## config.mk

```make
export PLATFORM = sky130hd
export DESIGN_NAME = mstk_fifo
export DESIGN_NICKNAME = d
export VERILOG_FILES = /design/src/mstk_fifo.sv
export SDC_FILE = /design/constraint.sdc
export NUM_CORES = 1
export LEC_CHECK = 0
export BUFFER_PORTS_ARGS = -buffer_cell sky130_fd_sc_hd__buf_2
export CAP_MARGIN = 20
export CELL_PAD_IN_SITES_DETAIL_PLACEMENT = 2
export CELL_PAD_IN_SITES_GLOBAL_PLACEMENT = 2
export CORE_MARGIN = 2
export CORE_UTILIZATION = 31
export DETAILED_ROUTE_END_ITERATION = 8
export PLACE_DENSITY = 0.68
export SETUP_SLACK_MARGIN = 0.5
export SLEW_MARGIN = 20
export SYNTH_ARGS = -nofsm -noshare
export SYNTH_HDL_FRONTEND = slang
export SYNTH_SLANG_ARGS = --single-unit
```

## constraint.sdc

```tcl
create_clock -name clk -period 1.35 [get_ports clk]
set_input_delay 0.135 -clock clk [delete_from_list [all_inputs] [get_ports clk]]
set_output_delay 0.135 -clock clk [all_outputs]
set_load 0.02 [all_outputs]
```

## src/mstk_fifo.sv

```systemverilog
// Small register queue used between the core's stages.
module mstk_fifo #(
	parameter int unsigned WIDTH = 8,
	parameter int unsigned DEPTH = 2
) (
	input  logic             clk,
	input  logic             arst_n,
	input  logic             push,
	input  logic [WIDTH-1:0] wdata,
	output logic             full,
	input  logic             pop,
	output logic [WIDTH-1:0] rdata,
	output logic             empty
);
	localparam int unsigned AW = (DEPTH > 1) ? $clog2(DEPTH) : 1;

	logic [WIDTH-1:0] slot_q [DEPTH];
	logic [AW-1:0]    wp_q, rp_q;
	logic [AW:0]      cnt_q;
	logic             do_push, do_pop;

	assign full    = (cnt_q == (AW+1)'(DEPTH));
	assign empty   = (cnt_q == '0);
	assign rdata   = slot_q[rp_q];
	assign do_push = push && !full;
	assign do_pop  = pop && !empty;

	always_ff @(posedge clk) begin
		if (do_push) begin
			slot_q[wp_q] <= wdata;
		end
	end

	always_ff @(posedge clk or negedge arst_n) begin
		if (!arst_n) begin
			wp_q  <= '0;
			rp_q  <= '0;
			cnt_q <= '0;
		end else begin
			// wrap pointers at the depth
			if (do_push) begin
				wp_q <= (wp_q == AW'(DEPTH-1)) ? '0 : wp_q + 1'b1;
			end
			if (do_pop) begin
				rp_q <= (rp_q == AW'(DEPTH-1)) ? '0 : rp_q + 1'b1;
			end
			if (do_push && !do_pop) begin
				cnt_q <= cnt_q + 1'b1;
			end else if (do_pop && !do_push) begin
				cnt_q <= cnt_q - 1'b1;
			end
		end
	end
endmodule

```

==> summary.md <==
| Metric | Value |
|---|---|
| Final WL | `1921 µm` |
| Pre-antenna DRT Iters | `5` |
| Diodes inserted | `0` |
| Vias in the first global route | `570` |
| Seq/Total Area, Yosys | `~74%` |
| Die width | `54.23 µm` |
| Switching part of the total | `approximately a third` |
| Clock network power share | `about 16%` |
| Number of distinct library cells after synthesis | `15` |
| Hold Path Class | `primary input to flip-flop` |
| Antenna violation net count after detailed routing | `0` |
| Final critical-path share of the clock period | `109.1%` |
| CP endpoint kind | `output port` |
| Slowest CP cell | `dfrtp_2` |
| Achievable Freq | `between 600 and 700 MHz` |
| Leak pwr | `0.5710 nW` |
| Crit-path cells | `buf_6, mux2_4, buf_6` |
| Outcome | `finished, violations left` |
| Root Driver | `clkbuf_4` |
| Final Hold Slack | `between 0.015 and 0.02 ns` |
| Largest net degree at the start of global routing | `13` |
| Post-Layout Inst Area | `between 0.001 and 0.0015 mm²` |
| Initial antenna violation count | `0` |
| Comb power frac | `between 50% and 60%` |
| Worst Tran Pin Value | `~0.23 ns` |
| Cell Pwr Density | `about 2400 mW/mm²` |
| CP dominant cell by count | `buf_6` |
| Final setup viols | `9` |
| Worst clock skew | `around 0.016 ns` |
| Setup TNS | `-0.9745 ns` |
| Detailed-route via count | `512` |
| Cell internal pwr | `around 2.1 mW` |
| P_sw | `approximately 1 mW` |
| WS Path Type | `flip-flop to output port` |
| Nets | `101` |
| Buffers on Ports | `21` |
| Initial DRC Count | `9` |
| Setup ws final | `-0.1235 ns` |
| GPL Wtd Cong | `roughly 0.62` |
| Routed vias/inst | `between 4 and 5` |
| DR WL met2 | `between 900 and 1000 µm` |
| Slew margin rel. | `a little over four fifths` |
| Core area | `between 0.002 and 0.0025 mm²` |
| GRT overflow | `0` |
| DP Area | `998.5 µm²` |
| Net count after synthesis | `57` |
| Max-slew violation count | `0` |
| Fin. Hold Viols | `0` |
| Num rows | `18` |
| Clock-pin slew on the worst setup and hold paths | `between 0.1 and 0.15 ns` |
| Met3 WL | `between 50 and 60 µm` |
| Sequential Power Share | `around 32%` |
| First-pass GRT wire length | `2697 µm` |
| RSZ-0062 raised after global routing | `yes` |
| Total GRT Usage | `between 10 and 15%` |
| Post-Route M1 WL | `about 850 µm` |
| Initial core utilization | `roughly a third` |
| Clk sink count | `20` |
| Setup WS pre-CTS | `-0.02810 ns` |
| Post-Syn Area per Cell | `about 18 µm²` |
| Ratio of cells with drive above 1 in the final layout | `~68%` |
| Num CTS Buffers | `3` |
| Yosys reg bits | `20` |
| Max Cap Viol | `0` |
| Failing checks | `negative setup slack` |
| Crit path DAT | `between 1 and 1.5 ns` |
| Mapped cell area | `about 800 µm²` |
| Worst-skew pair later-pin latency | `roughly 0.31 ns` |
| HPWL after detailed placement | `between 1000 and 1500 µm` |
| Mapped Cells | `between 40 and 50` |
| WL/cell | `between 15 and 20 µm` |
| H-tree Lvls | `1` |
| Maximum clock path buffer count | `2` |
| Minimum clock period | `between 1 and 1.5 ns` |
| Synth-to-Final Area Change | `70.40%` |
| Die Ht | `around 54 µm` |
| Filler cells | `about 220` |
| CTS tree | `done` |
| Startpoint types | `flip-flop` |
| Full die area | `a little under 0.003 mm²` |
| IO Count | `22` |
| CP required | `around 1.2 ns` |
| Max Fanout on Critical Path | `5` |
| DRC Markers | `0` |
| CP max stage delay | `~0.45 ns` |
| Uppermost layer routed | `met4` |
| Synth warn | `0` |
| Worst IR Drop VDD | `roughly 1.1 mV` |
[Yosys cell counts]
| cell | count | area share [%] |
|---|---|---|
| buf_2 | 1 | 0.64 |
| dfrtp_1 | 4 | 13 |
| xnor2_1 | 2 | 2.2 |
| edfxtp_1 | 16 | 61 |
| inv_1 | 2 | 0.96 |
| nand2_2 | 1 | 0.80 |
| nand2b_1 | 1 | 0.80 |
| and3_1 | 1 | 0.80 |
| mux2_2 | 2 | 2.9 |
| ha_1 | 1 | 1.6 |
| xor2_1 | 2 | 2.2 |
| o21ai_1 | 1 | 0.64 |
| xnor2_2 | 1 | 2.1 |
| nor2_1 | 3 | 1.4 |
| mux2_1 | 6 | 8.6 |
[logic make-up (layout without fill, tap and decap cells)]
kind of cell	after synthesis	after routing	share of synthesized area (%)
flops	20	20	74.24
mux	8	8	11.52
simple gates	6	6	3.841
xor+xnor	5	5	6.561
buf+inv	3	46	1.600
fa+ha+maj	1	1	1.600
compound gates	1	1	0.6394
[flip-flops by register name, indices dropped and copies added (netlist names)]
register and cells:
cnt_q 2, rp_q 1, slot_q 16, wp_q 1
[stage by stage]
step                      std cells  utilization [%]  power (mW)
after floorplan                  44                -       1.720
after global placement           98            41.05       1.966
after detailed placement         98            41.05       2.024
after CTS                       110            51.39       3.054
after global routing            117            54.78       3.301
final                           117            54.78       3.135
[layout make-up]
| cell class | count | area, µm² | area share [%] |
|---|---|---|---|
| repair buffers | 40 | 361.6 | 27.14 |
| multi-input cells | 21 | 290.3 | 21.78 |
| clock inverters | 1 | 30.03 | 2.254 |
| clock buffers | 3 | 22.52 | 1.690 |
| flip-flops and latches | 20 | 583.1 | 43.76 |
| inverters | 2 | 7.507 | 0.5634 |
| well taps | 30 | 37.54 | 2.817 |
[repair_timing]
item	4_1_cts	5_1_grt
setup endpoints to repair	30	30
hold buffers	1	6
gates cloned	0	0
setup buffers	7	1
pin swaps	4	2
hold endpoints to repair	4	10
gates resized for setup	39	3
[critical path, delay by kind of cell, from the launching register on]
kind / cells / cell delay, ns
buf+inv: 2 / 0.28
flops: 1 / 0.45
mux: 1 / 0.30
[per-layer routing]
metal	up-vias	GRT usage, %
li1	245	-
met1	252	16.05
met2	13	24.50
met3	2	4.098
met4	0	10.00
met5	-	0
[power groups by stage]
stage               Combinational, mW  Sequential [mW]  Clock [mW]
floorplan                       0.761            0.959           0
global placement                0.934             1.03           0
detailed placement              0.970             1.05           0
CTS                              1.56            0.999       0.500
global route                     1.73             1.02       0.546
finish                           1.63             1.01       0.501
[cell usage in the layout, fill, tap and decap left out, types with 2 or more instances in the layout]
| cell type | instances |
|---|---|
| buf_4 | 3 |
| nor2_4 | 2 |
| clkbuf_4 | 3 |
| edfxtp_1 | 16 |
| buf_6 | 19 |
| xnor2_2 | 3 |
| inv_2 | 2 |
| buf_2 | 11 |
| mux2_4 | 8 |
| dlygate4sd3_1 | 7 |
| xor2_1 | 2 |
| dfrtp_1 | 2 |
| dfrtp_2 | 2 |
[worst paths after layout]
path	to	slack [ns]	start	cells after the start
setup / recovery	rdata[2]	-0.12	rp_q$_DFFE_PN0P_	3
hold / removal	slot_q[0][4]$_DFFE_PP_	0.02	wdata[4]	1
setup reg to reg	cnt_q[1]$_DFFE_PN0P_	-0.04	cnt_q[0]$_DFFE_PN0P_	7
hold reg to reg	wp_q$_DFFE_PN0N_	0.59	wp_q$_DFFE_PN0N_	1
max in group asynchronous	rp_q$_DFFE_PN0P_	1.09	arst_n	2
min in group asynchronous	cnt_q[1]$_DFFE_PN0P_	0.14	arst_n	2
Power figures use the tool's default switching activity.
