## src/mstk_pkg.sv

```systemverilog
// Shared types and fixed field widths of the Kruskal spanning tree core.
package mstk_pkg;

	localparam int unsigned SRC_W      = 5;
	localparam int unsigned WT_W       = 16;
	localparam int unsigned VCFG_W     = 6;
	localparam logic [VCFG_W-1:0] VCFG_RESET = 6'd32;

	typedef struct packed {
		logic [SRC_W-1:0] edge_src;
		logic [SRC_W-1:0] edge_dst;
		logic [WT_W-1:0]  edge_weight;
		logic             edge_last;
	} edge_t;

	typedef struct packed {
		logic [SRC_W-1:0] tree_src;
		logic [SRC_W-1:0] tree_dst;
		logic [WT_W-1:0]  tree_weight;
		logic             tree_valid;
		logic             tree_last;
	} tree_t;

	// Classified edge handed from the front end to the engine.
	typedef struct packed {
		edge_t item;
		logic  keep;
	} cmd_t;

endpackage

```

## src/mstk_fifo.sv

```systemverilog
// Small register queue used between the core's stages.
module mstk_fifo #(
	parameter int unsigned WIDTH = 8,
	parameter int unsigned DEPTH = 2
) (
	input  logic             clk,
	input  logic             arst_n,
	input  logic             push,
	input  logic [WIDTH-1:0] wdata,
	output logic             full,
	input  logic             pop,
	output logic [WIDTH-1:0] rdata,
	output logic             empty
);
	localparam int unsigned AW = (DEPTH > 1) ? $clog2(DEPTH) : 1;

	logic [WIDTH-1:0] slot_q [DEPTH];
	logic [AW-1:0]    wp_q, rp_q;
	logic [AW:0]      cnt_q;
	logic             do_push, do_pop;

	assign full    = (cnt_q == (AW+1)'(DEPTH));
	assign empty   = (cnt_q == '0);
	assign rdata   = slot_q[rp_q];
	assign do_push = push && !full;
	assign do_pop  = pop && !empty;

	always_ff @(posedge clk) begin
		if (do_push) begin
			slot_q[wp_q] <= wdata;
		end
	end

	always_ff @(posedge clk or negedge arst_n) begin
		if (!arst_n) begin
			wp_q  <= '0;
			rp_q  <= '0;
			cnt_q <= '0;
		end else begin
			// wrap pointers at the depth
			if (do_push) begin
				wp_q <= (wp_q == AW'(DEPTH-1)) ? '0 : wp_q + 1'b1;
			end
			if (do_pop) begin
				rp_q <= (rp_q == AW'(DEPTH-1)) ? '0 : rp_q + 1'b1;
			end
			if (do_push && !do_pop) begin
				cnt_q <= cnt_q + 1'b1;
			end else if (do_pop && !do_push) begin
				cnt_q <= cnt_q - 1'b1;
			end
		end
	end
endmodule

```

## src/mstk_front.sv

```systemverilog
// Front end: range-checks arriving edges and queues them for the engine.
module mstk_front
	import mstk_pkg::*;
#(
	parameter int unsigned VCW = 6
) (
	input  logic           clk,
	input  logic           arst_n,
	input  logic           push,
	input  edge_t          edge_item,
	output logic           full,
	input  logic [VCW-1:0] vcnt,
	output cmd_t           cmd,
	output logic           cmd_valid,
	input  logic           cmd_pop
);
	localparam int unsigned CW = VCW + SRC_W;

	cmd_t cin;
	logic [$bits(cmd_t)-1:0] cout;
	logic cempty;

	// flag edges that touch a vertex outside the active range; the engine drops them
	always_comb begin
		cin.item = edge_item;
		cin.keep = (CW'(edge_item.edge_src) < CW'(vcnt)) &&
		           (CW'(edge_item.edge_dst) < CW'(vcnt));
	end

	mstk_fifo #(.WIDTH($bits(cmd_t)), .DEPTH(2)) u_q (
		.clk(clk), .arst_n(arst_n),
		.push(push), .wdata(cin), .full(full),
		.pop(cmd_pop), .rdata(cout), .empty(cempty)
	);

	assign cmd       = cmd_t'(cout);
	assign cmd_valid = !cempty;
endmodule

```

## config.mk

```make
export PLATFORM = sky130hd
export DESIGN_NAME = mstk_front
export DESIGN_NICKNAME = d
export VERILOG_FILES = /design/src/mstk_pkg.sv /design/src/mstk_fifo.sv /design/src/mstk_front.sv
export SDC_FILE = /design/constraint.sdc
export NUM_CORES = 1
export LEC_CHECK = 0
export BUFFER_PORTS_ARGS = -buffer_cell sky130_fd_sc_hd__buf_4
export CAP_MARGIN = 20
export CORE_MARGIN = 2
export CORE_UTILIZATION = 51
export DETAILED_ROUTE_END_ITERATION = 6
export PLACE_DENSITY = 0.78
export SETUP_SLACK_MARGIN = 0.02
export SLEW_MARGIN = 10
export SYNTH_ARGS = -nofsm -noshare
export SYNTH_HDL_FRONTEND = slang
export SYNTH_HIERARCHICAL = 1
export SYNTH_SLANG_ARGS = --single-unit
```

## constraint.sdc

```tcl
create_clock -name clk -period 3.03 [get_ports clk]
set_input_delay 0.909 -clock clk [delete_from_list [all_inputs] [get_ports clk]]
set_output_delay 0.909 -clock clk [all_outputs]
set_load 0.1 [all_outputs]
```

==> metrics.txt <==
status complete, no violations; Pre-antenna DRT Iters 4; FF-to-FF Start u_q/cnt_q[0]$_DFFE_PN0P_; CTS buffer count 9; gpl congestion around 0.80; #FFs+latches synth 60; synth warn 6; syn_area_per_cell between 15 and 20 sq um; hold-fix buffers at CTS 0; RSZ-0062 raised after global routing false; CTS tree done; Final setup viols 0; slew at the pin with the worst max-slew slack around 280 ps; Netlist cell types 24; # DRC 0; most frequent cells in the layout 72 x buf_4, 56 x edfxtp_1, 18 x mux2_2; area taken by flip-flops and latches 1780 sq um; Overflow after GRT 0; number of global-route vias before repair 1525; crit start category register; Max Freq 0.408 GHz; largest net degree at the start of global routing 19; vias per cell 5.28; footprint of the multi-input gates approximately 630 sq um; max-cap violation count 0; Syn Inst Count 132; Post-layout nets between 200 and 300; Clock Pin Slew Worst Setup and Hold Paths around 70 ps; hold slack 365 ps; Ant. Diodes 0; r2r setup slk 1410 ps; Crit. Startpoint u_q/rp_q$_DFFE_PN0P_; Reg2Reg Capture Point u_q/cnt_q[1]$_DFFE_PN0P_; Die X 73.6 um; slew margin rel. 81.6%; Post-CTS Setup Bufs 0; area added between synthesis and finish 33.0%; core area 4690 sq um; Crit Path Max Fanout 15; GRT Util Overall around 18%; Hold Path Class primary input to async pin; synthesized area between 2000 and 2500 sq um; first-pass GRT wire length 7020 um; sequential area share after synthesis between 70% and 80%; num rows 25; Routed WL 4530 um; Synth Net Count 178; Final Hold Viols 0; clock root cell clkbuf_8; Worst-Skew Late Latency 320 ps; IO Pins 67; number of DRC markers in iteration 0 60; critical path type register to output port; initial antenna violation count 0; Worst EP arrival 1540 ps; DIE AREA 5410 sq um; fin crit period 2450 ps; H-tree depth 3; CTS Sinks 60; via count 1431; Slew Viols, Final 0; # resized after CTS 0; fraction of layout cells with a size suffix above 1 between 50 and 60%; commonest non-fill, non-tap cell in the layout buf_4; wire per inst 16.7 um; HPWL Detailed 3300 um; IO buf count 66; Setup Skew 4.51 ps; CP endpoint cmd[20]; Fillers 308; final worst-path cycle share 81.0%; Die Span Y 73.6 um; setup TNS 0 ps; Worst Setup End Kind output port; starting density of the core between 50% and 60%; Final ANT Viol Nets 0; R2R depth 7; critical path data required time about 2100 ps; CTS Buffer Depth 2
-- flip-flops by register name, summed over array words and instances, names as in the netlist --
signal	count
u_q/wp_q	1
u_q/cnt_q	2
u_q/slot_q	56
u_q/rp_q	1
-- critical path: stages (launching register included) --
cell	delay (ps)
dfrtp_1	350
buf_4	260
mux2_2	380
buf_4	230
-- cells in the mapped netlist --
cell / n / area [sq um]
buf_6: 1 / 11.3
xnor2_1: 3 / 26.3
inv_1: 7 / 26.3
nand2_1: 2 / 7.51
mux2_4: 10 / 150
edfxtp_1: 56 / 1680
o21ai_1: 1 / 5.00
a211oi_1: 2 / 15.0
a2111oi_2: 1 / 15.0
nand2b_1: 3 / 18.8
buf_4: 1 / 7.51
buf_8: 1 / 15.0
ha_1: 9 / 113
mux2_2: 18 / 203
dfrtp_1: 4 / 100
nor2_1: 4 / 15.0
o21ai_0: 1 / 5.00
nor2b_1: 1 / 6.26
nand3_1: 1 / 5.00
xor2_1: 2 / 17.5
o32ai_1: 1 / 8.76
nor3_1: 1 / 5.00
a21oi_1: 1 / 5.00
and3_1: 1 / 6.26
-- cell type report --
cell class / count / area share, %
inverter: 7 / 0.800
clock buffer: 9 / 3.77
timing repair buffer: 72 / 16.5
sequential: 60 / 54.2
clock inverter: 7 / 3.50
tap: 54 / 2.06
multi-input combinational: 62 / 19.2
-- worst min-delay path by stage --
stage                              start                  endpoint  slack, ps  depth (start not counted)
global route                      arst_n  u_q/cnt_q[0]$_DFFE_PN0P_        350                          1
finish                            arst_n      u_q/rp_q$_DFFE_PN0P_        360                          1
detailed placement  u_q/wp_q$_DFFE_PN0P_      u_q/wp_q$_DFFE_PN0P_        520                          1
global placement    u_q/wp_q$_DFFE_PN0P_      u_q/wp_q$_DFFE_PN0P_        500                          1
CTS                               arst_n  u_q/cnt_q[1]$_DFFE_PN0P_        350                          1
floorplan           u_q/wp_q$_DFFE_PN0P_      u_q/wp_q$_DFFE_PN0P_        460                          1
-- through the flow --
stage	worst slack (ps)	utilization (%)	instance area (sq um)	instances
6_report	576	70.0	3280	271
5_1_grt	518	70.0	3280	271
4_1_cts	549	70.0	3280	271
3_5_place_dp	912	64.9	3050	255
3_3_place_gp	952	64.9	3050	255
2_1_floorplan	430	-	2470	132
-- cells by family (layout without fill, tap and decap cells) --
| group | after synthesis | after routing | share of synthesized area [%] |
|---|---|---|---|
| and+or+nand+nor | 13 | 13 | 2.58 |
| AOI/OAI and AO/OA | 7 | 7 | 2.18 |
| buffers and inverters | 10 | 95 | 2.43 |
| xor gates and xnor gates | 5 | 5 | 1.77 |
| DFF | 60 | 60 | 72.2 |
| muxes | 28 | 28 | 14.3 |
| adders and majority gates | 9 | 9 | 4.56 |
-- per-layer routing --
layer	up-vias	wire [um]	track usage (%)
met5	-	0	0
met4	0	102	7.88
met1	712	1660	19.8
met3	8	290	8.50
met2	50	2490	30.5
li1	661	-	-
Power is left out: the tool's default activity adds up to more than one toggle a clock period on the data nets, which glitch-free logic cannot reach.
